## src/rtl/jse_pkg.sv

```systemverilog
// ----------------------------------------------------------------------------
// jse_pkg: shared types and escape table
// Packet format between the front end and the byte serializer, and the
// lookup of a decoded character value into its escape text.
// ----------------------------------------------------------------------------
package jse_pkg;

   localparam int MaxBytes   = 6;
   localparam int QueueDepth = 4;
   localparam int PtrWidth   = $clog2(QueueDepth);
   localparam int CountWidth = $clog2(QueueDepth + 1);
   localparam int LenWidth   = $clog2(MaxBytes + 1);

   localparam logic [7:0] CharBsl = 8'h5C;

   typedef logic [7:0] byte_type;

   typedef struct packed {
      byte_type [MaxBytes-1:0] bytes;  // bytes[0] goes out first
      logic [LenWidth-1:0]     len;
      logic                    last;
   } pkt_type;

   typedef struct packed {
      logic                    hit;
      logic [LenWidth-1:0]     len;
      byte_type [MaxBytes-1:0] text;
   } esc_type;

   function automatic esc_type make_esc(input logic [LenWidth-1:0] n,
                                        input byte_type c0, input byte_type c1,
                                        input byte_type c2, input byte_type c3,
                                        input byte_type c4, input byte_type c5);
      esc_type e;
      e.hit     = 1'b1;
      e.len     = n;
      e.text[0] = c0;
      e.text[1] = c1;
      e.text[2] = c2;
      e.text[3] = c3;
      e.text[4] = c4;
      e.text[5] = c5;
      return e;
   endfunction

   function automatic esc_type esc_lookup(input logic [15:0] v);
      esc_type e;
      e = '0;
      unique case (v)
         16'h0000: e = make_esc(3'd4, CharBsl, "x", "0", "0", 8'h00, 8'h00);
         16'h0022: e = make_esc(3'd4, CharBsl, "x", "2", "2", 8'h00, 8'h00);
         16'h0027: e = make_esc(3'd4, CharBsl, "x", "2", "7", 8'h00, 8'h00);
         16'h005C: e = make_esc(3'd2, CharBsl, CharBsl, 8'h00, 8'h00, 8'h00, 8'h00);
         16'h0009: e = make_esc(3'd2, CharBsl, "t", 8'h00, 8'h00, 8'h00, 8'h00);
         16'h000D: e = make_esc(3'd2, CharBsl, "r", 8'h00, 8'h00, 8'h00, 8'h00);
         16'h000A: e = make_esc(3'd2, CharBsl, "n", 8'h00, 8'h00, 8'h00, 8'h00);
         16'h0008: e = make_esc(3'd2, CharBsl, "b", 8'h00, 8'h00, 8'h00, 8'h00);
         16'h000B: e = make_esc(3'd4, CharBsl, "x", "0", "b", 8'h00, 8'h00);
         16'h0026: e = make_esc(3'd4, CharBsl, "x", "2", "6", 8'h00, 8'h00);
         16'h003C: e = make_esc(3'd4, CharBsl, "x", "3", "c", 8'h00, 8'h00);
         16'h003E: e = make_esc(3'd4, CharBsl, "x", "3", "e", 8'h00, 8'h00);
         16'h003D: e = make_esc(3'd4, CharBsl, "x", "3", "d", 8'h00, 8'h00);
         16'h2028: e = make_esc(3'd6, CharBsl, "u", "2", "0", "2", "8");
         16'h2029: e = make_esc(3'd6, CharBsl, "u", "2", "0", "2", "9");
         default:  e = '0;
      endcase
      return e;
   endfunction

endpackage

```

## src/rtl/jse_front.sv

```systemverilog
// ----------------------------------------------------------------------------
// jse_front: UTF-8 sequence tracker and packet builder
// Holds lead and continuation bytes, decodes complete sequences, and builds
// at most one packet of output bytes per accepted input transaction.
// ----------------------------------------------------------------------------
module jse_front
   import jse_pkg::*;
(
   input  logic      clock,
   input  logic      reset,
   input  logic      in_accept,
   input  byte_type  in_byte,
   input  logic      in_last,
   output logic      pkt_push,
   output pkt_type   pkt
);

   byte_type   held_lead_ff, held_lead_in;
   byte_type   held_second_ff, held_second_in;
   logic [1:0] seq_length_ff, seq_length_in;
   logic [1:0] held_count_ff, held_count_in;

   byte_type [1:0]          pre;
   logic [1:0]              pre_len;
   byte_type [MaxBytes-1:0] tail;
   logic [LenWidth-1:0]     tail_len;
   logic [LenWidth-1:0]     tidx;
   logic                    pending, two_held, is_cont, starts2, starts3;
   logic [15:0]             value;
   esc_type                 esc_b, esc_v;

   always_comb begin
      held_lead_in   = held_lead_ff;
      held_second_in = held_second_ff;
      seq_length_in  = seq_length_ff;
      held_count_in  = held_count_ff;
      pre            = '0;
      pre_len        = '0;
      tail           = '0;
      tail_len       = '0;

      pending  = (seq_length_ff == 2'd2) || (seq_length_ff == 2'd3);
      two_held = (seq_length_ff == 2'd3) && (held_count_ff == 2'd2);
      is_cont  = (in_byte[7:6] == 2'b10);
      starts2  = (in_byte[7:5] == 3'b110);
      starts3  = (in_byte[7:4] == 4'hE);
      esc_b    = esc_lookup({8'h00, in_byte});

      if (seq_length_ff == 2'd2)
         value = {5'd0, held_lead_ff[4:0], in_byte[5:0]};
      else
         value = {held_lead_ff[3:0], held_second_ff[5:0], in_byte[5:0]};
      esc_v = esc_lookup(value);

      if (pending && is_cont) begin
         if ((seq_length_ff == 2'd2) || two_held) begin
            held_lead_in   = '0;
            held_second_in = '0;
            seq_length_in  = '0;
            held_count_in  = '0;
            if (esc_v.hit) begin
               tail     = esc_v.text;
               tail_len = esc_v.len;
            end else if (seq_length_ff == 2'd2) begin
               tail[0]  = held_lead_ff;
               tail[1]  = in_byte;
               tail_len = 3'd2;
            end else begin
               tail[0]  = held_lead_ff;
               tail[1]  = held_second_ff;
               tail[2]  = in_byte;
               tail_len = 3'd3;
            end
         end else if (in_last) begin
            held_lead_in   = '0;
            held_second_in = '0;
            seq_length_in  = '0;
            held_count_in  = '0;
            tail[0]        = held_lead_ff;
            tail[1]        = in_byte;
            tail_len       = 3'd2;
         end else begin
            held_second_in = in_byte;
            held_count_in  = 2'd2;
         end
      end else begin
         if (pending) begin
            pre[0]  = held_lead_ff;
            pre[1]  = held_second_ff;
            pre_len = two_held ? 2'd2 : 2'd1;
         end
         held_lead_in   = '0;
         held_second_in = '0;
         seq_length_in  = '0;
         held_count_in  = '0;
         if (starts2 || starts3) begin
            if (in_last) begin
               tail[0]  = in_byte;
               tail_len = 3'd1;
            end else begin
               held_lead_in  = in_byte;
               seq_length_in = starts3 ? 2'd3 : 2'd2;
               held_count_in = 2'd1;
            end
         end else if (esc_b.hit) begin
            tail     = esc_b.text;
            tail_len = esc_b.len;
         end else begin
            tail[0]  = in_byte;
            tail_len = 3'd1;
         end
      end

      tidx = '0;
      for (int i = 0; i < MaxBytes; i++) begin
         tidx = LenWidth'(i) - {1'b0, pre_len};
         if (LenWidth'(i) < {1'b0, pre_len})
            pkt.bytes[i] = pre[i[0]];
         else
            pkt.bytes[i] = tail[tidx];
      end
      pkt.len  = tail_len + {1'b0, pre_len};
      pkt.last = in_last;
   end

   assign pkt_push = in_accept && (pkt.len != '0);

   always_ff @(posedge clock) begin
      if (reset) begin
         held_lead_ff   <= '0;
         held_second_ff <= '0;
         seq_length_ff  <= '0;
         held_count_ff  <= '0;
      end else if (in_accept) begin
         held_lead_ff   <= held_lead_in;
         held_second_ff <= held_second_in;
         seq_length_ff  <= seq_length_in;
         held_count_ff  <= held_count_in;
      end
   end

endmodule

```

## src/rtl/jse_queue.sv

```systemverilog
// ----------------------------------------------------------------------------
// jse_queue: packet queue
// Small FIFO of packets that decouples the front end from the serializer.
// ----------------------------------------------------------------------------
module jse_queue
   import jse_pkg::*;
(
   input  logic    clock,
   input  logic    reset,
   input  logic    push,
   input  pkt_type push_pkt,
   input  logic    pop,
   output pkt_type head_pkt,
   output logic    not_empty,
   output logic    not_full
);

   pkt_type                 entry_ff [QueueDepth];
   logic [PtrWidth-1:0]     wr_ptr_ff, wr_ptr_in;
   logic [PtrWidth-1:0]     rd_ptr_ff, rd_ptr_in;
   logic [CountWidth-1:0]   count_ff, count_in;

   assign not_empty = (count_ff != '0);
   assign not_full  = (count_ff != CountWidth'(QueueDepth));
   assign head_pkt  = entry_ff[rd_ptr_ff];

   always_comb begin
      wr_ptr_in = push ? wr_ptr_ff + PtrWidth'(1) : wr_ptr_ff;
      rd_ptr_in = pop  ? rd_ptr_ff + PtrWidth'(1) : rd_ptr_ff;
      count_in  = count_ff + CountWidth'(push) - CountWidth'(pop);
   end

   always_ff @(posedge clock) begin
      if (reset) begin
         wr_ptr_ff <= '0;
         rd_ptr_ff <= '0;
         count_ff  <= '0;
      end else begin
         wr_ptr_ff <= wr_ptr_in;
         rd_ptr_ff <= rd_ptr_in;
         count_ff  <= count_in;
      end
   end

   always_ff @(posedge clock) begin
      if (push)
         entry_ff[wr_ptr_ff] <= push_pkt;
   end

   a_no_overflow: assert property (@(posedge clock) disable iff (reset)
      push |-> not_full)
      else $error("packet pushed into full queue");

   a_no_underflow: assert property (@(posedge clock) disable iff (reset)
      pop |-> not_empty)
      else $error("packet popped from empty queue");

   a_no_empty_pkt: assert property (@(posedge clock) disable iff (reset)
      push |-> (push_pkt.len != '0) && (push_pkt.len <= LenWidth'(MaxBytes)))
      else $error("packet length out of range");

endmodule

```

## src/rtl/jse_back.sv

```systemverilog
// ----------------------------------------------------------------------------
// jse_back: byte serializer
// Sends the bytes of the head packet one per transaction and marks the
// last byte of each packet and of the string.
// ----------------------------------------------------------------------------
module jse_back
   import jse_pkg::*;
(
   input  logic       clock,
   input  logic       reset,
   input  pkt_type    head_pkt,
   input  logic       head_valid,
   output logic       pop,
   output logic       out_valid,
   input  logic       out_ready,
   output byte_type   out_byte,
   output logic       out_run_last,
   output logic       out_end
);

   logic [LenWidth-1:0] idx_ff, idx_in;
   logic                at_end;

   assign at_end       = (idx_ff == head_pkt.len - LenWidth'(1));
   assign out_valid    = head_valid;
   assign out_byte     = head_pkt.bytes[idx_ff];
   assign out_run_last = at_end;
   assign out_end      = at_end && head_pkt.last;
   assign pop          = out_valid && out_ready && at_end;

   always_comb begin
      idx_in = idx_ff;
      if (out_valid && out_ready)
         idx_in = at_end ? '0 : idx_ff + LenWidth'(1);
   end

   always_ff @(posedge clock) begin
      if (reset)
         idx_ff <= '0;
      else
         idx_ff <= idx_in;
   end

   a_idx_in_pkt: assert property (@(posedge clock) disable iff (reset)
      head_valid |-> (idx_ff < head_pkt.len))
      else $error("byte index beyond packet length");

   a_idx_zero_idle: assert property (@(posedge clock) disable iff (reset)
      !head_valid |-> (idx_ff == '0))
      else $error("byte index not cleared with queue empty");

endmodule

```

## src/rtl/javascript_string_escape.sv

```systemverilog
// ----------------------------------------------------------------------------
// javascript_string_escape: JavaScript string escaper for UTF-8 bytes
// Escapes quotes, backslash, control and markup characters and U+2028/U+2029.
// ----------------------------------------------------------------------------
// One raw byte is taken per cycle as long as the packet queue (four entries)
// has room; the front end decodes it at once and queues the 0 to 6 output
// bytes it causes, and the serializer sends one output byte per cycle while
// rsp_tready is high; each result is registered in the packet queue before
// its first byte is offered. Every output byte is its own transaction, so an
// escaped character costs as many transactions as its escape text (2 to 6).
// Lead bytes 0xC0-0xEF are held until their sequence completes, breaks, or
// the string ends (tlast), and then produce no output until that point.
module javascript_string_escape
   import jse_pkg::*;
(
   input  logic       clock,
   input  logic       reset,
   input  logic       req_tvalid,
   output logic       req_tready,
   input  logic [7:0] req_tdata,   // [7:0] data_byte
   input  logic       req_tlast,   // is_last
   output logic       rsp_tvalid,
   input  logic       rsp_tready,
   output logic [7:0] rsp_tdata,   // [7:0] out_byte
   output logic       rsp_tuser,   // [0] run_last
   output logic       rsp_tlast    // stream_end
);

   pkt_type push_pkt, head_pkt;
   logic    push, pop, head_valid, not_full, req_accept;

   assign req_tready = not_full;
   assign req_accept = req_tvalid && req_tready;

   jse_front u_front (
      .clock     (clock),
      .reset     (reset),
      .in_accept (req_accept),
      .in_byte   (req_tdata),
      .in_last   (req_tlast),
      .pkt_push  (push),
      .pkt       (push_pkt)
   );

   jse_queue u_queue (
      .clock     (clock),
      .reset     (reset),
      .push      (push),
      .push_pkt  (push_pkt),
      .pop       (pop),
      .head_pkt  (head_pkt),
      .not_empty (head_valid),
      .not_full  (not_full)
   );

   jse_back u_back (
      .clock        (clock),
      .reset        (reset),
      .head_pkt     (head_pkt),
      .head_valid   (head_valid),
      .pop          (pop),
      .out_valid    (rsp_tvalid),
      .out_ready    (rsp_tready),
      .out_byte     (rsp_tdata),
      .out_run_last (rsp_tuser),
      .out_end      (rsp_tlast)
   );

endmodule

```

## config.mk

```make
export PLATFORM = sky130hd
export DESIGN_NAME = javascript_string_escape
export DESIGN_NICKNAME = d
export VERILOG_FILES = /design/src/rtl/jse_pkg.sv /design/src/rtl/jse_front.sv /design/src/rtl/jse_queue.sv /design/src/rtl/jse_back.sv /design/src/rtl/javascript_string_escape.sv
export SDC_FILE = /design/constraint.sdc
export NUM_CORES = 1
export LEC_CHECK = 0
export ABC_CLOCK_PERIOD_IN_PS = 6180
export BUFFER_PORTS_ARGS = -buffer_cell sky130_fd_sc_hd__buf_2
export CAP_MARGIN = 20
export CORE_MARGIN = 5
export CORE_UTILIZATION = 45
export DETAILED_ROUTE_END_ITERATION = 7
export SLEW_MARGIN = 20
export SYNTH_ARGS = -nofsm -noshare
export SYNTH_HDL_FRONTEND = slang
export SYNTH_SLANG_ARGS = --single-unit
```

## constraint.sdc

```tcl
create_clock -name clock -period 6.18 [get_ports clock]
set_clock_uncertainty 0.15 [all_clocks]
set_input_delay 0.927 -clock clock [delete_from_list [all_inputs] [get_ports clock]]
set_output_delay 0.927 -clock clock [all_outputs]
set_load 0.05 [all_outputs]
```

==> results.ini, run 1 <==
[status]
status = complete, no violations

[synthesis]
synth_warnings = 0
synth_area_sq_um = 11000
yosys.area.top_type_share_pct = 56.8
ys_ff_latch = 240
synthArstFlopShare_pct = 0
synth_top_area_cell = edfxtp_1
postSynthAreaPerCell_sq_um = 14.2
synth-edff-count = 208
yosysUniqueCellTypes = 70
syn_inst = 776
netlist_top_cells_area = edfxtp_1 (57%), mux4_2 (12%), dfxtp_1 (5.8%)
synth_ff_type = edfxtp_1
ys_seq_area_share_pct = 62.6

[grt]
grt_pass1_vias = 6859
use_met2_pct = 31.4
antenna_found_initial = 0
overflow = 0
grt_util_met3_pct = 3.09
met1_usage_pct = 27.6
grt_first_pass_wirelength_mm = 42.4
top_usage_layer = met2
grt_usage_pct = 19.5
grt_max_degree = 53

[setup_path]
crit_family = simple AND/OR/NAND/NOR gates
critPathSlowestCell = dfxtp_1
crit_path_cell_trace = nand2b_1, nor4_1, o211ai_1, nor3_1, a31oi_1, nand2_1, o21ai_0, and3_1, fa_1, xnor2_1, o31a_4, ha_1, inv_1, fa_1, xor2_1, xnor2_1, nor2_1
arrival_ps = 5360
critPathMaxStageDelay_ps = 590
end_kind = register
criticalPathCategory = reg2reg
crit_fanout = 15
cp-start-kind = register
critPathBufInv = 1
worstPathRequired_ps = 6430

[sta]
setup_viol = 0
setup_tns_ps = 0
worst_pin_slew_ps = 842
slew_headroom_pct = 43.3
maxSlewViolCount = 0
hold_viol = 0
min_period_ps = 5110
rsz0062_at_grt = false
fmax_mhz = 196
hold-worst-slack_ps = 317
finalCritPeriodShare_pct = 82.7

[die]
boundaryPins = 25
die_y_microns = 166
die-width_microns = 166
fp.coreArea_sq_um = 24200
start_util_pct = 45.5
die-area_sq_um = 27700
row_count = 57

[power]
p_per_area_nw_per_um2 = 349
share_seq_of_total_power_pct = 46.2
p_total_mw = 4.31
power_frac_clock_pct = 33.2
switchingPower_mw = 1.23
ir_drop_mv = 0.181
combPwrFrac_pct = 20.6
intPower_mw = 3.08
switching_share_pct = 28.4
leakage_nw = 4.18

[clock_tree]
cts-htree-levels = 1
clock_sinks = 240
clkLatencyLatePin_ps = 520
cts_tree = built
cts_inserted_buffers = 26
cts_root_buf = clkbuf_16
cts_buffer_depth = 3
post_cts_resize_count = 0
cts_setup_buffers = 0
clk_pin_slew_ps = 60
holdBufCountCts = 0

[cells_and_area]
mostFrequentLayoutCells = edfxtp_1 (208), nand2_1 (74), mux4_2 (60), nor2_1 (56), o21ai_0 (33)
drive_gt1_share_pct = 18.8
final_nets = 834
ff_latch_area_sq_um = 6890
multi_input_area_sq_um = 3890
n_fill_cell = 2081
layout.cells.non_filler = 1154
area.growth.synth_to_final_pct = 12.3
layout_commonest_cell = edfxtp_1
diodes = 0

[placement]
dpl.hpwl_mm = 18.6
dp_cells = 1106
io_buffers = 24
gp_congestion = 0.944

[run]
maxCapViolCount = 0

[route]
ant_nets = 0
wirelength_mm = 27.2
via_per_inst = 5.93
avgRoutedWirePerCell_microns = 23.5
drc = 0
vias = 6848
drt-initial-drc-count = 531
drt_first_pass_iters = 5

[worst_hold_path]
hold_class = reg2reg

-- power groups by stage --
stage	logic [mW]	clock network [mW]	registers (mW)
final	0.889	1.43	1.99
after global routing	0.955	1.55	2.01
after CTS	0.905	1.47	1.99
after global placement	0.892	0	2.02
after detailed placement	0.902	0	2.03
after floorplan	0.695	0	1.98
-- cell families after synthesis --
logic type               after synthesis  synth area share (%)
flip-flops                           240                  62.6
AND/OR/NAND/NOR                      230                  10.2
AO/OA/AOI/OAI                        140                  8.83
multiplexers                          72                  13.4
buffers and inverters                 71                  2.59
adder cells (fa/ha/maj)               11                  1.39
XOR/XNOR                              11                 0.876
other                                  1                0.0341
-- through the flow --
stage          cell area [sq um]  utilization [%]  setup WS (ps)
5_1_grt                    12300             51.1            666
2_1_floorplan              11100                -            783
3_3_place_gp               11600             47.8            749
3_5_place_dp               11600             47.8            646
4_1_cts                    12300             51.1           1120
6_report                   12300             51.1           1070
-- cell usage after synthesis (11+ instances only) --
cell type    n
nor2_1      56
inv_1       22
clkbuf_1    27
edfxtp_1   208
nor2b_1     11
dfxtp_1     32
mux2i_1     11
nand3_1     16
nand2_1     74
o21ai_0     33
mux4_2      60
buf_2       15
a21oi_1     30
-- final timing paths --
| check | from | to | slack, ps | cells after the start |
|---|---|---|---|---|
| hold / removal | u_front.held_count_ff[1]$_SDFFE_PP0P_ | u_front.held_count_ff[1]$_SDFFE_PP0P_ | 320 | 2 |
| setup reg to reg | u_front.seq_length_ff[1]$_SDFFE_PP0P_ | u_queue.count_ff[2]$_SDFF_PP0_ | 1070 | 17 |
| hold reg to reg | u_front.held_count_ff[1]$_SDFFE_PP0P_ | u_front.held_count_ff[1]$_SDFFE_PP0P_ | 320 | 2 |
| setup / recovery | u_front.seq_length_ff[1]$_SDFFE_PP0P_ | u_queue.count_ff[2]$_SDFF_PP0_ | 1070 | 17 |
-- layer usage --
metal	wire length, microns	vias to the layer above
li1	-	3064
met1	12000	3509
met2	12900	215
met3	1410	60
met4	835	0
met5	0	-
-- state kept, by name, summed over array words and instances, names as in the netlist, named ones only --
| register | cells |
|---|---|
| u_back.idx_ff | 3 |
| u_front.held_count_ff | 2 |
| u_front.held_lead_ff | 8 |
| u_front.held_second_ff | 8 |
| u_front.seq_length_ff | 2 |
| u_queue.count_ff | 3 |
| u_queue.entry_ff | 208 |
| u_queue.rd_ptr_ff | 2 |
| u_queue.wr_ptr_ff | 2 |
-- cell type report --
class,count,area share [%]
Tap cell,324,3.28
Clock inverter,14,0.932
Multi-Input combinational cell,480,31.5
Sequential cell,240,55.8
Inverter,24,0.730
Timing Repair Buffer,38,2.23
Clock buffer,34,5.51
-- worst min-delay path, delay by kind of cell (launching register included) --
| kind | cells | cell delay, ps |
|---|---|---|
| DFF | 1 | 320 |
| and+or+nand+nor | 2 | 120 |
(Power assumes the default switching activity.)
==> inputs of run 2 (changes only) <==
--- a/config.mk
+++ b/config.mk
@@ -5,7 +5,7 @@
 export SDC_FILE = /design/constraint.sdc
 export NUM_CORES = 1
 export LEC_CHECK = 0
-export ABC_CLOCK_PERIOD_IN_PS = 6180
+export ABC_CLOCK_PERIOD_IN_PS = 5000
 export BUFFER_PORTS_ARGS = -buffer_cell sky130_fd_sc_hd__buf_2
 export CAP_MARGIN = 20
 export CORE_MARGIN = 5
==> constraint.sdc (replaced) <==
create_clock -name clock -period 5 [get_ports clock]
set_clock_uncertainty 0.15 [all_clocks]
set_input_delay 0.75 -clock clock [delete_from_list [all_inputs] [get_ports clock]]
set_output_delay 0.75 -clock clock [all_outputs]
set_load 0.05 [all_outputs]
==> run 2 against run 1 <==
  * Die area unchanged
  * Register-to-register slack worse by 600 ps
  * Cell count up 1.9%
  * Clock power up 19%
  * Power up 23%
  * Critical path type unchanged
  * Global-route usage up 0.81 points
  * Sequential power up 23%
  * Setup slack worse by 600 ps
==> results.ini, run 2 (synthesized netlist as in run 1, its figures left out) <==
[sta]
rsz0062_at_grt = false
hold_viol = 0
slew_headroom_pct = 34.1
min_period_ps = 4530
fmax_mhz = 221
finalCritPeriodShare_pct = 90.6
maxSlewViolCount = 0
hold-worst-slack_ps = 324
worst_pin_slew_ps = 987
setup_viol = 0
setup_slack_ps = 472
setup_tns_ps = 0

[placement]
dpl.hpwl_mm = 19.7
dp_cells = 1134
io_buffers = 24
gp_congestion = 0.967
placed_area_sq_um = 11800
place_ws_ps = 275

[run]
maxCapViolCount = 0

[route]
drt-initial-drc-count = 653
ant_nets = 0
drc = 0
via_per_inst = 5.92
wirelength_mm = 28.6
drt_first_pass_iters = 5
avgRoutedWirePerCell_microns = 24.3
vias = 6960

[power]
p_total_mw = 5.30
leakage_nw = 4.30
ir_drop_mv = 0.329
p_per_area_nw_per_um2 = 423

[cells_and_area]
diodes = 0
fin_area_sq_um = 12500
mostFrequentLayoutCells = edfxtp_1 (208), nand2_1 (74), mux4_2 (60), nor2_1 (56), buf_4 (37)
top_regs = u_queue.entry_ff x208, u_front.held_lead_ff x8, u_front.held_second_ff x8
largest-register = u_queue.entry_ff
area.growth.synth_to_final_pct = 13.8
largest_reg_flops = 208
layout_commonest_cell = edfxtp_1
fin_util_pct = 51.8
layout.cells.non_filler = 1176
drive_gt1_share_pct = 21.7
final_nets = 861

[clock_tree]
holdBufCountCts = 0
clkLatencyLatePin_ps = 510
cts_buffer_depth = 3
cts_setup_buffers = 0
cts_tree = built
cts-htree-levels = 1
clk_pin_slew_ps = 60
clock_sinks = 240
cts_inserted_buffers = 25
cts_root_buf = clkbuf_16
post_cts_resize_count = 0

[die]
die-area_sq_um = 27700
fp.coreArea_sq_um = 24200
row_count = 57
die-width_microns = 166
boundaryPins = 25
die_y_microns = 166
start_util_pct = 45.5

[grt]
grt_pass1_vias = 7071
antenna_found_initial = 0
grt_usage_pct = 20.3
grt_max_degree = 53
overflow = 0
grt_first_pass_wirelength_mm = 43.7

[worst_hold_path]
hold_path_end = u_front.held_lead_ff[6]$_SDFFE_PP0P_
holdPathStages = 1
hold_class = reg2reg
worstHoldStart = u_front.held_lead_ff[6]$_SDFFE_PP0P_

[setup_path]
ff2ff_path_depth = 17
rr_endpoint = u_queue.count_ff[2]$_SDFF_PP0_
crit_fanout = 9
cp-start-kind = register
criticalPathCategory = reg2reg
worstPathRequired_ps = 5240
rr_startpoint = u_front.seq_length_ff[1]$_SDFFE_PP0P_
end_kind = register
r2r_setup_slack_ps = 470
arrival_ps = 4770

[status]
status = complete, no violations

[run 2: cell types whose count changed in the layout (fill, tap and decap cells not counted)]
cell	previous run	this run
clkbuf_1	8	7
clkinvlp_4	1	0
clkinv_2	2	5
clkbuf_8	0	1
clkbuf_16	26	25
clkinv_8	1	0
nor3_1	7	6
buf_12	4	5
buf_4	10	37
nor3_2	2	3
clkinv_1	8	3
inv_8	1	0
[run 2: how the worst max path moves through the flow]
stage          cells after the start                                  start                                to
6_report                          17  u_front.seq_length_ff[1]$_SDFFE_PP0P_    u_queue.count_ff[2]$_SDFF_PP0_
3_3_place_gp                      18                           req_tdata[0]    u_queue.count_ff[2]$_SDFF_PP0_
4_1_cts                           17  u_front.seq_length_ff[1]$_SDFFE_PP0P_    u_queue.count_ff[2]$_SDFF_PP0_
2_1_floorplan                     15                           req_tdata[4]  u_queue.entry_ff[0][0]$_DFFE_PP_
5_1_grt                           17  u_front.seq_length_ff[1]$_SDFFE_PP0P_    u_queue.count_ff[2]$_SDFF_PP0_
3_5_place_dp                      20                           req_tdata[3]    u_queue.count_ff[2]$_SDFF_PP0_
[run 2: metal layers]
layer,vias to the layer above,share of wire [%],GRT usage [%]
met5,-,0,0
met3,40,5.4,2.33
met2,234,47,32.4
met1,3567,45,30.0
met4,0,2.0,5.48
li1,3119,-,-
[run 2: cell type report]
| cell class | count | area (sq um) |
|---|---|---|
| multi-input combinational | 480 | 3890 |
| timing repair buffer | 66 | 498 |
| sequential | 240 | 6890 |
| clock buffer | 33 | 666 |
| inverter | 24 | 90.1 |
| tap | 324 | 405 |
| fill | 2028 | 11700 |
| clock inverter | 9 | 76.3 |
[run 2: where the power goes]
part	switching (mW)	total (mW)	internal, mW
logic	0.704	1.15	0.448
registers	0.0808	2.45	2.37
clock network	0.714	1.70	0.983
total	1.50	5.30	3.80
[run 2: critical path, stage by stage, from the launching register on]
cell	delay, ps
dfxtp_1	380
nor2b_1	540
or2_1	240
o211ai_1	240
nor3_1	340
a31oi_1	190
nand2_1	110
o21ai_0	80
and3_1	240
fa_1	440
xnor2_1	260
o31a_4	200
ha_1	150
inv_1	50
fa_1	410
xor2_1	190
xnor2_1	140
nor2_1	50
